`config.mk`:
```
export PLATFORM = sky130hd
export DESIGN_NAME = sha256_message_digest_core
export DESIGN_NICKNAME = d
export VERILOG_FILES = /design/src/rtl/sha256md_pkg.sv /design/src/rtl/sha256md_ctrl.sv /design/src/rtl/sha256md_dp.sv /design/src/rtl/sha256_message_digest_core.sv
export SDC_FILE = /design/constraint.sdc
export NUM_CORES = 2
export LEC_CHECK = 0
export ABC_AREA = 0
export BUFFER_PORTS_ARGS = -buffer_cell sky130_fd_sc_hd__buf_2
export CORE_ASPECT_RATIO = 0.7
export CORE_MARGIN = 2
export CORE_UTILIZATION = 30
export DETAILED_ROUTE_END_ITERATION = 12
export PLACE_DENSITY = 0.41
export SYNTH_ARGS = -nofsm -noshare
export SYNTH_HDL_FRONTEND = slang
export SYNTH_SLANG_ARGS = --single-unit
```
`constraint.sdc`:
```
create_clock -name aclk -period 10.65 [get_ports aclk]
set_clock_uncertainty 0.2 [all_clocks]
set_input_delay 1.065 -clock aclk [delete_from_list [all_inputs] [get_ports aclk]]
set_output_delay 1.065 -clock aclk [all_outputs]
set_load 0.01 [all_outputs]
```
`src/rtl/sha256md_pkg.sv`:
```
// Shared types, round constants and hash functions for the SHA-256 digest core.
`default_nettype none

package sha256md_pkg;

    // Controller states, one-hot.
    typedef enum logic [5:0] {
        ST_IDLE  = 6'b000001,
        ST_ROUND = 6'b000010,
        ST_FINAL = 6'b000100,
        ST_PAD   = 6'b001000,
        ST_PAD2  = 6'b010000,
        ST_OUT   = 6'b100000
    } state_t;

    // Where the controller goes once a compression has finished.
    typedef enum logic [1:0] {
        POST_IDLE = 2'd0,
        POST_PAD  = 2'd1,
        POST_PAD2 = 2'd2,
        POST_OUT  = 2'd3
    } post_t;

    // Commands from the controller to the datapath.
    typedef struct packed {
        logic       absorb;       // write the input byte and count it
        logic       load_vars;    // copy the chain value into the working variables
        logic       round_en;     // run one compression round
        logic [5:0] round_idx;    // round number for the constant table
        logic       final_add;    // add the working variables into the chain value
        logic       pad_first;    // 0x80 byte, zero fill and, if it fits, the length
        logic       pad_second;   // all-zero block carrying only the length
        logic       out_shift;    // advance the digest words by one
        logic [2:0] out_idx;      // index of the initial hash word shifted in
        logic       clear_count;  // restart the byte count for the next message
    } cmd_t;

    // Status from the datapath to the controller.
    typedef struct packed {
        logic fill_wrap;     // the current block holds 63 bytes
        logic pad_overflow;  // the length no longer fits in the current block
    } stat_t;

    localparam logic [7:0] PAD_BYTE = 8'h80;

    // Round constants.
    function automatic logic [31:0] round_k(input logic [5:0] idx);
        logic [31:0] k;
        case (idx)
            6'd0:  k = 32'h428a2f98;  6'd1:  k = 32'h71374491;
            6'd2:  k = 32'hb5c0fbcf;  6'd3:  k = 32'he9b5dba5;
            6'd4:  k = 32'h3956c25b;  6'd5:  k = 32'h59f111f1;
            6'd6:  k = 32'h923f82a4;  6'd7:  k = 32'hab1c5ed5;
            6'd8:  k = 32'hd807aa98;  6'd9:  k = 32'h12835b01;
            6'd10: k = 32'h243185be;  6'd11: k = 32'h550c7dc3;
            6'd12: k = 32'h72be5d74;  6'd13: k = 32'h80deb1fe;
            6'd14: k = 32'h9bdc06a7;  6'd15: k = 32'hc19bf174;
            6'd16: k = 32'he49b69c1;  6'd17: k = 32'hefbe4786;
            6'd18: k = 32'h0fc19dc6;  6'd19: k = 32'h240ca1cc;
            6'd20: k = 32'h2de92c6f;  6'd21: k = 32'h4a7484aa;
            6'd22: k = 32'h5cb0a9dc;  6'd23: k = 32'h76f988da;
            6'd24: k = 32'h983e5152;  6'd25: k = 32'ha831c66d;
            6'd26: k = 32'hb00327c8;  6'd27: k = 32'hbf597fc7;
            6'd28: k = 32'hc6e00bf3;  6'd29: k = 32'hd5a79147;
            6'd30: k = 32'h06ca6351;  6'd31: k = 32'h14292967;
            6'd32: k = 32'h27b70a85;  6'd33: k = 32'h2e1b2138;
            6'd34: k = 32'h4d2c6dfc;  6'd35: k = 32'h53380d13;
            6'd36: k = 32'h650a7354;  6'd37: k = 32'h766a0abb;
            6'd38: k = 32'h81c2c92e;  6'd39: k = 32'h92722c85;
            6'd40: k = 32'ha2bfe8a1;  6'd41: k = 32'ha81a664b;
            6'd42: k = 32'hc24b8b70;  6'd43: k = 32'hc76c51a3;
            6'd44: k = 32'hd192e819;  6'd45: k = 32'hd6990624;
            6'd46: k = 32'hf40e3585;  6'd47: k = 32'h106aa070;
            6'd48: k = 32'h19a4c116;  6'd49: k = 32'h1e376c08;
            6'd50: k = 32'h2748774c;  6'd51: k = 32'h34b0bcb5;
            6'd52: k = 32'h391c0cb3;  6'd53: k = 32'h4ed8aa4a;
            6'd54: k = 32'h5b9cca4f;  6'd55: k = 32'h682e6ff3;
            6'd56: k = 32'h748f82ee;  6'd57: k = 32'h78a5636f;
            6'd58: k = 32'h84c87814;  6'd59: k = 32'h8cc70208;
            6'd60: k = 32'h90befffa;  6'd61: k = 32'ha4506ceb;
            6'd62: k = 32'hbef9a3f7;  6'd63: k = 32'hc67178f2;
            default: k = 32'h0;
        endcase
        return k;
    endfunction

    // Initial hash value.
    function automatic logic [31:0] init_hash(input logic [2:0] idx);
        logic [31:0] h;
        case (idx)
            3'd0: h = 32'h6a09e667;
            3'd1: h = 32'hbb67ae85;
            3'd2: h = 32'h3c6ef372;
            3'd3: h = 32'ha54ff53a;
            3'd4: h = 32'h510e527f;
            3'd5: h = 32'h9b05688c;
            3'd6: h = 32'h1f83d9ab;
            3'd7: h = 32'h5be0cd19;
            default: h = 32'h0;
        endcase
        return h;
    endfunction

    // Message schedule sigma functions.
    function automatic logic [31:0] small_sigma0(input logic [31:0] x);
        return {x[6:0], x[31:7]} ^ {x[17:0], x[31:18]} ^ {3'b000, x[31:3]};
    endfunction

    function automatic logic [31:0] small_sigma1(input logic [31:0] x);
        return {x[16:0], x[31:17]} ^ {x[18:0], x[31:19]} ^ {10'b0, x[31:10]};
    endfunction

    // Compression round sigma functions.
    function automatic logic [31:0] big_sigma0(input logic [31:0] x);
        return {x[1:0], x[31:2]} ^ {x[12:0], x[31:13]} ^ {x[21:0], x[31:22]};
    endfunction

    function automatic logic [31:0] big_sigma1(input logic [31:0] x);
        return {x[5:0], x[31:6]} ^ {x[10:0], x[31:11]} ^ {x[24:0], x[31:25]};
    endfunction

endpackage

`default_nettype wire

```
`src/rtl/sha256md_ctrl.sv`:
```
// Controller state machine that sequences absorption, padding, rounds and digest output.
`default_nettype none

module sha256md_ctrl (
    input  wire logic                 aclk,
    input  wire logic                 aresetn,
    input  wire logic                 s_tvalid,
    output logic                      s_tready,
    input  wire logic [0:0]           s_tuser,   // [0] has_byte
    input  wire logic                 s_tlast,   // end_of_message
    output logic                      m_tvalid,
    input  wire logic                 m_tready,
    output logic [2:0]                m_tuser,   // [2:0] word_index
    output logic                      m_tlast,   // digest_last
    output sha256md_pkg::cmd_t        cmd,
    input  wire sha256md_pkg::stat_t  stat
);

    sha256md_pkg::state_t state_reg, state_next;
    sha256md_pkg::post_t  post_reg, post_next;
    logic [5:0]           rnd_reg, rnd_next;
    logic [2:0]           oidx_reg, oidx_next;

    // Next state and command decode.
    always_comb begin
        state_next = state_reg;
        post_next  = post_reg;
        rnd_next   = rnd_reg;
        oidx_next  = oidx_reg;
        cmd        = '0;
        s_tready   = 1'b0;
        m_tvalid   = 1'b0;
        case (state_reg)
            sha256md_pkg::ST_IDLE: begin
                s_tready = 1'b1;
                if (s_tvalid) begin
                    cmd.absorb = s_tuser[0];
                    if (s_tuser[0] && stat.fill_wrap) begin
                        // The block fills up with this byte.
                        cmd.load_vars = 1'b1;
                        state_next    = sha256md_pkg::ST_ROUND;
                        post_next     = s_tlast ? sha256md_pkg::POST_PAD
                                                : sha256md_pkg::POST_IDLE;
                    end else if (s_tlast) begin
                        state_next = sha256md_pkg::ST_PAD;
                    end
                end
            end
            sha256md_pkg::ST_PAD: begin
                cmd.pad_first = 1'b1;
                cmd.load_vars = 1'b1;
                state_next    = sha256md_pkg::ST_ROUND;
                post_next     = stat.pad_overflow ? sha256md_pkg::POST_PAD2
                                                  : sha256md_pkg::POST_OUT;
            end
            sha256md_pkg::ST_PAD2: begin
                cmd.pad_second = 1'b1;
                cmd.load_vars  = 1'b1;
                state_next     = sha256md_pkg::ST_ROUND;
                post_next      = sha256md_pkg::POST_OUT;
            end
            sha256md_pkg::ST_ROUND: begin
                cmd.round_en  = 1'b1;
                cmd.round_idx = rnd_reg;
                rnd_next      = rnd_reg + 6'd1;
                if (rnd_reg == 6'd63) begin
                    state_next = sha256md_pkg::ST_FINAL;
                end
            end
            sha256md_pkg::ST_FINAL: begin
                cmd.final_add = 1'b1;
                case (post_reg)
                    sha256md_pkg::POST_IDLE: state_next = sha256md_pkg::ST_IDLE;
                    sha256md_pkg::POST_PAD:  state_next = sha256md_pkg::ST_PAD;
                    sha256md_pkg::POST_PAD2: state_next = sha256md_pkg::ST_PAD2;
                    sha256md_pkg::POST_OUT:  state_next = sha256md_pkg::ST_OUT;
                    default:                 state_next = sha256md_pkg::ST_IDLE;
                endcase
            end
            sha256md_pkg::ST_OUT: begin
                m_tvalid = 1'b1;
                if (m_tready) begin
                    cmd.out_shift = 1'b1;
                    cmd.out_idx   = oidx_reg;
                    oidx_next     = oidx_reg + 3'd1;
                    if (oidx_reg == 3'd7) begin
                        cmd.clear_count = 1'b1;
                        state_next      = sha256md_pkg::ST_IDLE;
                    end
                end
            end
            default: begin
                state_next = sha256md_pkg::ST_IDLE;
            end
        endcase
    end

    assign m_tuser = oidx_reg;
    assign m_tlast = (oidx_reg == 3'd7);

    // Control registers.
    always_ff @(posedge aclk) begin
        if (!aresetn) begin
            state_reg <= sha256md_pkg::ST_IDLE;
            post_reg  <= sha256md_pkg::POST_IDLE;
            rnd_reg   <= '0;
            oidx_reg  <= '0;
        end else begin
            state_reg <= state_next;
            post_reg  <= post_next;
            rnd_reg   <= rnd_next;
            oidx_reg  <= oidx_next;
        end
    end

endmodule

`default_nettype wire

```
`src/rtl/sha256md_dp.sv`:
```
// Datapath: block buffer and message schedule, round logic, chain value and byte count.
`default_nettype none

module sha256md_dp (
    input  wire logic                aclk,
    input  wire logic                aresetn,
    input  wire logic [7:0]          s_tdata,   // [7:0] data_byte
    output logic [31:0]              m_tdata,   // [31:0] digest_word
    input  wire sha256md_pkg::cmd_t  cmd,
    output sha256md_pkg::stat_t      stat
);

    logic [31:0] blk_reg   [16];
    logic [31:0] blk_next  [16];
    logic [31:0] vars_reg  [8];
    logic [31:0] chain_reg [8];
    logic [60:0] count_reg;

    logic [5:0]  pos;
    logic [3:0]  widx;
    logic [4:0]  bshift;
    logic [63:0] bit_len;
    logic [7:0]  merge_byte;
    logic [31:0] merged_word;
    logic [31:0] sched_new;
    logic [31:0] t1;
    logic [31:0] t2;
    logic [31:0] ch_val;
    logic [31:0] maj_val;

    // Fill position within the block follows the low bits of the byte count.
    assign pos     = count_reg[5:0];
    assign widx    = pos[5:2];
    assign bshift  = {~pos[1:0], 3'b000};
    assign bit_len = {count_reg, 3'b000};

    assign stat.fill_wrap    = (pos == 6'd63);
    assign stat.pad_overflow = (pos[5:3] == 3'd7);

    // Byte merge: the first byte of a word overwrites it, later ones are ORed in.
    assign merge_byte  = cmd.pad_first ? sha256md_pkg::PAD_BYTE : s_tdata;
    assign merged_word = ((pos[1:0] == 2'd0) ? 32'h0 : blk_reg[widx])
                         | (32'(merge_byte) << bshift);

    // Next schedule word from the sliding 16-word window.
    assign sched_new = blk_reg[0] + sha256md_pkg::small_sigma0(blk_reg[1])
                       + blk_reg[9] + sha256md_pkg::small_sigma1(blk_reg[14]);

    // Round function.
    assign ch_val  = (vars_reg[4] & vars_reg[5]) ^ (~vars_reg[4] & vars_reg[6]);
    assign maj_val = (vars_reg[0] & vars_reg[1]) ^ (vars_reg[0] & vars_reg[2])
                     ^ (vars_reg[1] & vars_reg[2]);
    assign t1 = vars_reg[7] + sha256md_pkg::big_sigma1(vars_reg[4]) + ch_val
                + sha256md_pkg::round_k(cmd.round_idx) + blk_reg[0];
    assign t2 = sha256md_pkg::big_sigma0(vars_reg[0]) + maj_val;

    // Block buffer update: byte write, padding, or schedule shift.
    always_comb begin
        for (int i = 0; i < 16; i++) begin
            blk_next[i] = blk_reg[i];
            if (cmd.absorb && (4'(i) == widx)) begin
                blk_next[i] = merged_word;
            end else if (cmd.pad_first) begin
                if (4'(i) == widx) begin
                    blk_next[i] = merged_word;
                end else if (4'(i) > widx) begin
                    if (!stat.pad_overflow && i == 14) begin
                        blk_next[i] = bit_len[63:32];
                    end else if (!stat.pad_overflow && i == 15) begin
                        blk_next[i] = bit_len[31:0];
                    end else begin
                        blk_next[i] = 32'h0;
                    end
                end
            end else if (cmd.pad_second) begin
                if (i == 14) begin
                    blk_next[i] = bit_len[63:32];
                end else if (i == 15) begin
                    blk_next[i] = bit_len[31:0];
                end else begin
                    blk_next[i] = 32'h0;
                end
            end else if (cmd.round_en) begin
                blk_next[i] = (i == 15) ? sched_new : blk_reg[(i + 1) % 16];
            end
        end
    end

    // Block buffer and working variables carry no reset.
    always_ff @(posedge aclk) begin
        for (int i = 0; i < 16; i++) begin
            blk_reg[i] <= blk_next[i];
        end
        if (cmd.load_vars) begin
            for (int i = 0; i < 8; i++) begin
                vars_reg[i] <= chain_reg[i];
            end
        end else if (cmd.round_en) begin
            vars_reg[0] <= t1 + t2;
            vars_reg[1] <= vars_reg[0];
            vars_reg[2] <= vars_reg[1];
            vars_reg[3] <= vars_reg[2];
            vars_reg[4] <= vars_reg[3] + t1;
            vars_reg[5] <= vars_reg[4];
            vars_reg[6] <= vars_reg[5];
            vars_reg[7] <= vars_reg[6];
        end
    end

    // Chain value and byte count; digest words leave through chain word zero.
    always_ff @(posedge aclk) begin
        if (!aresetn) begin
            for (int i = 0; i < 8; i++) begin
                chain_reg[i] <= sha256md_pkg::init_hash(3'(i));
            end
            count_reg <= '0;
        end else begin
            if (cmd.final_add) begin
                for (int i = 0; i < 8; i++) begin
                    chain_reg[i] <= chain_reg[i] + vars_reg[i];
                end
            end else if (cmd.out_shift) begin
                // Shift the initial hash in behind the outgoing words.
                for (int i = 0; i < 7; i++) begin
                    chain_reg[i] <= chain_reg[i + 1];
                end
                chain_reg[7] <= sha256md_pkg::init_hash(cmd.out_idx);
            end
            if (cmd.clear_count) begin
                count_reg <= '0;
            end else if (cmd.absorb) begin
                count_reg <= count_reg + 61'd1;
            end
        end
    end

    assign m_tdata = chain_reg[0];

endmodule

`default_nettype wire

```
`src/rtl/sha256_message_digest_core.sv`:
```
// Top level of the SHA-256 digest core: byte stream in, eight digest words out.
// Throughput: one byte beat per cycle while a block fills. The beat that fills a block
// is followed by a compression (64 rounds, one per cycle, plus the chain add), and the
// input stays stalled until it ends. A message end adds a padding step before each of
// one or two compressions, then 8 digest beats, one per cycle at best.
// Reset (aresetn low, synchronous) loads the initial hash and clears the byte count.
`default_nettype none

module sha256_message_digest_core (
    input  wire logic        aclk,
    input  wire logic        aresetn,
    input  wire logic        s_tvalid,
    output logic             s_tready,
    input  wire logic [7:0]  s_tdata,   // [7:0] data_byte
    input  wire logic [0:0]  s_tuser,   // [0] has_byte
    input  wire logic        s_tlast,   // end_of_message
    output logic             m_tvalid,
    input  wire logic        m_tready,
    output logic [31:0]      m_tdata,   // [31:0] digest_word
    output logic [2:0]       m_tuser,   // [2:0] word_index
    output logic             m_tlast    // digest_last
);

    sha256md_pkg::cmd_t  cmd;
    sha256md_pkg::stat_t stat;

    // Sequencer.
    sha256md_ctrl u_ctrl (
        .aclk     (aclk),
        .aresetn  (aresetn),
        .s_tvalid (s_tvalid),
        .s_tready (s_tready),
        .s_tuser  (s_tuser),
        .s_tlast  (s_tlast),
        .m_tvalid (m_tvalid),
        .m_tready (m_tready),
        .m_tuser  (m_tuser),
        .m_tlast  (m_tlast),
        .cmd      (cmd),
        .stat     (stat)
    );

    // Hash datapath.
    sha256md_dp u_dp (
        .aclk    (aclk),
        .aresetn (aresetn),
        .s_tdata (s_tdata),
        .m_tdata (m_tdata),
        .cmd     (cmd),
        .stat    (stat)
    );

    // The input side and the digest side are never open at the same time.
    assert property (@(posedge aclk) disable iff (!aresetn) !(s_tready && m_tvalid))
        else $error("input accepted while digest words are pending");

    // A message end leads to padding, after a compression if its byte fills the block, so the input closes next cycle.
    assert property (@(posedge aclk) disable iff (!aresetn)
        (s_tvalid && s_tready && s_tlast) |=> !s_tready)
        else $error("input still open after end of message");

    // Digest words come out with consecutive indexes.
    assert property (@(posedge aclk) disable iff (!aresetn)
        (m_tvalid && m_tready && !m_tlast) |=>
            (m_tvalid && (m_tuser == 3'($past(m_tuser) + 3'd1))))
        else $error("digest word index out of sequence");

    // After the last digest beat the core takes the next message.
    assert property (@(posedge aclk) disable iff (!aresetn)
        (m_tvalid && m_tready && m_tlast) |=> (s_tready && !m_tvalid))
        else $error("core not idle after the last digest word");

endmodule

`default_nettype wire
```
==> qor.yml <==
hold_slack_ns: 0.299
r2r_start: "u_ctrl.state_reg[2]$_SDFFE_PN0P_"
crit_top_cell: "fa_1"
die_w_um: 610
clock-sinks: 1106
gp_congestion: 0.964
startpoint: "u_ctrl.state_reg[2]$_SDFFE_PN0P_"
slowest_stage: "or4_4"
grt_antenna_before_repair: 21
nets: 8339
fin_util_pct: 34.2
setup_viol: 0
timing.fmax_mhz: 97.6
hpwl_um: 257000
drt_iter0_drc: 8665
slew_violations: 0
mostFrequentLayoutCells: "nand2_1 (1273), edfxtp_1 (1023), o21ai_0 (854)"
grt_max_degree: 143
vias_per_cell: 5.75
synth_edf_count: 1023
startpoint_type: "register"
worstRegToRegCells: 36
reg2reg_slack_ns: 0.40
synth_seq_area_share_pct: 42.0
yosys_warnings: 0
ant_nets: 0
hp-class: "register to register"
end_kind: "register"
cp-endpoint: "u_dp.vars_reg[0][31]$_DFFE_PP_"
cp_max_fo: 16
gr-total-overflow: 0
hold_viol: 0
coreArea_um2: 255000
worstSkewPairLatency_ns: 0.88
post-route-period-util_pct: 96.2
grt_pass1_vias: 59700
period_minus_slack_ns: 10.25
cts_max_path_buffers: 4
grt_pass1_wl_um: 491000
grtUsageTotal_pct: 26.4
htreeDepth: 4
worst_slew_pin_slew_ns: 1.32
dp_slack_ns: 0.116
die-area_um2: 261000
synth_ff_type: "edfxtp_1"
die_y_um: 428
crit_required_ns: 11.02
synth.distinct_cells: 92
io_buffer_count: 51
syn_nets: 8311
synth_area_per_cell_um2: 10.0
cts_hold_buf: 0
initial_core_util_pct: 30.2
wire_per_inst_um: 31.7
area_growth_pct: 13.1
layout.cells.most_common: "nand2_1"
clockRootBuffer: "clkbuf_16"
syn_inst: 7704
design_area_um2: 87300
rows: 155
crit_type: "register to register"
post_cts_buffers: 0
status: "complete, no violations"
drt-pass1-iter-count: 6
ys_ff_latch: 1106
finalWirelength_um: 356000
r2r_end: "u_dp.vars_reg[0][31]$_DFFE_PP_"
min_from: "u_dp.count_reg[59]$_SDFFE_PP0P_"
cts_tree: "built"
clk_pin_slew_worst_paths_ns: 0.06
largest_reg_flops: 512
synth-async-reset-ratio_pct: 0
drive_gt1_share_pct: 12.1
cts_resized: 0
io_pins: 52
remaining_drc_errors: 0
arrival_ns: 10.62
numCtsBuffers: 147
nFillCells: 25800
cap_violations: 0
max_stage_delay_ns: 0.57
netlist_area_um2: 77200
dpl_cell_area_um2: 82600
slew_headroom_pct: 10.7
setup_slack_ns: 0.404
vias: 64500
==> worst max-delay path: cells and delay by family, from the launching register on <==
family                     cells  cell delay [ns]
DFF                            1             0.31
AOI/OAI and AO/OA             14             3.54
and+or+nand+nor                7             1.78
adders and majority gates      7             2.95
buffers and inverters          6             0.93
xor gates and xnor gates       2             0.29
==> per-layer routing <==
layer / track usage, % / share of wire (%)
met5: 0 / 0.018
met4: 4.42 / 1.8
met3: 8.99 / 12
met2: 31.8 / 35
met1: 43.6 / 51
==> final cells by class <==
class                      instances  area, um2  share of cell area (%)
multi-input combinational       5874      42500                    48.7
sequential                      1106      32400                    37.1
tap                             3375       4220                    4.84
clock buffer                     180       3890                    4.46
timing repair buffer             379       2820                    3.23
inverter                         224        841                   0.964
clock inverter                    74        616                   0.705
antenna                            9       22.5                  0.0258
==> how the worst min path moves through the flow <==
stage | endpoint | slack, ns | depth (start not counted)
2_1_floorplan | u_dp.count_reg[59]$_SDFFE_PP0P_ | 0.26 | 2
6_report | u_dp.count_reg[59]$_SDFFE_PP0P_ | 0.30 | 2
3_3_place_gp | u_dp.count_reg[59]$_SDFFE_PP0P_ | 0.27 | 2
4_1_cts | u_ctrl.state_reg[5]$_SDFFE_PN0P_ | 0.29 | 2
3_5_place_dp | u_ctrl.state_reg[5]$_SDFFE_PN0P_ | 0.28 | 2
5_1_grt | u_dp.count_reg[59]$_SDFFE_PP0P_ | 0.32 | 2
==> cell usage after synthesis, types with 38 or more instances <==
| cell type | number | area share [%] |
|---|---|---|
| ha_1 | 398 | 6.5 |
| a211oi_1 | 41 | 0.40 |
| nor2b_1 | 49 | 0.40 |
| o21a_1 | 64 | 0.62 |
| mux4_2 | 160 | 4.7 |
| or3_1 | 38 | 0.31 |
| mux2_2 | 91 | 1.3 |
| a21oi_1 | 523 | 3.4 |
| xor2_1 | 218 | 2.5 |
| nand2b_1 | 56 | 0.45 |
| dfxtp_1 | 83 | 2.2 |
| edfxtp_1 | 1023 | 40 |
| o21ai_0 | 864 | 5.6 |
| o211ai_1 | 39 | 0.38 |
| o21bai_1 | 41 | 0.40 |
| nor2_1 | 379 | 1.8 |
| a22oi_1 | 55 | 0.54 |
| nand3_1 | 90 | 0.58 |
| nor3_1 | 79 | 0.51 |
| a21o_1 | 167 | 1.6 |
| clkbuf_1 | 432 | 2.1 |
| xnor2_1 | 427 | 4.8 |
| nand2_1 | 1296 | 6.3 |
| inv_1 | 222 | 1.1 |
| o22ai_1 | 77 | 0.62 |
| fa_1 | 195 | 5.1 |
| and3_1 | 68 | 0.55 |
| a31oi_1 | 52 | 0.42 |
==> per-stage QoR <==
stage                     setup TNS [ns]  std cells
after global placement                 0      11000
after detailed placement               0      11000
after floorplan                        0       7704
final                                  0      11200
after CTS                              0      11200
after global routing             -0.0363      11200
==> kinds of logic after synthesis <==
| kind of cell | synth area share [%] |
|---|---|
| buf+inv | 3.68 |
| fa+ha+maj | 11.8 |
| flops | 42.0 |
| simple gates | 12.1 |
| mux | 6.22 |
| compound gates | 16.9 |
| xor+xnor | 7.32 |
Power is not shown: default switching activity piles up to over one toggle a cycle in this logic, so the estimate is an artifact.
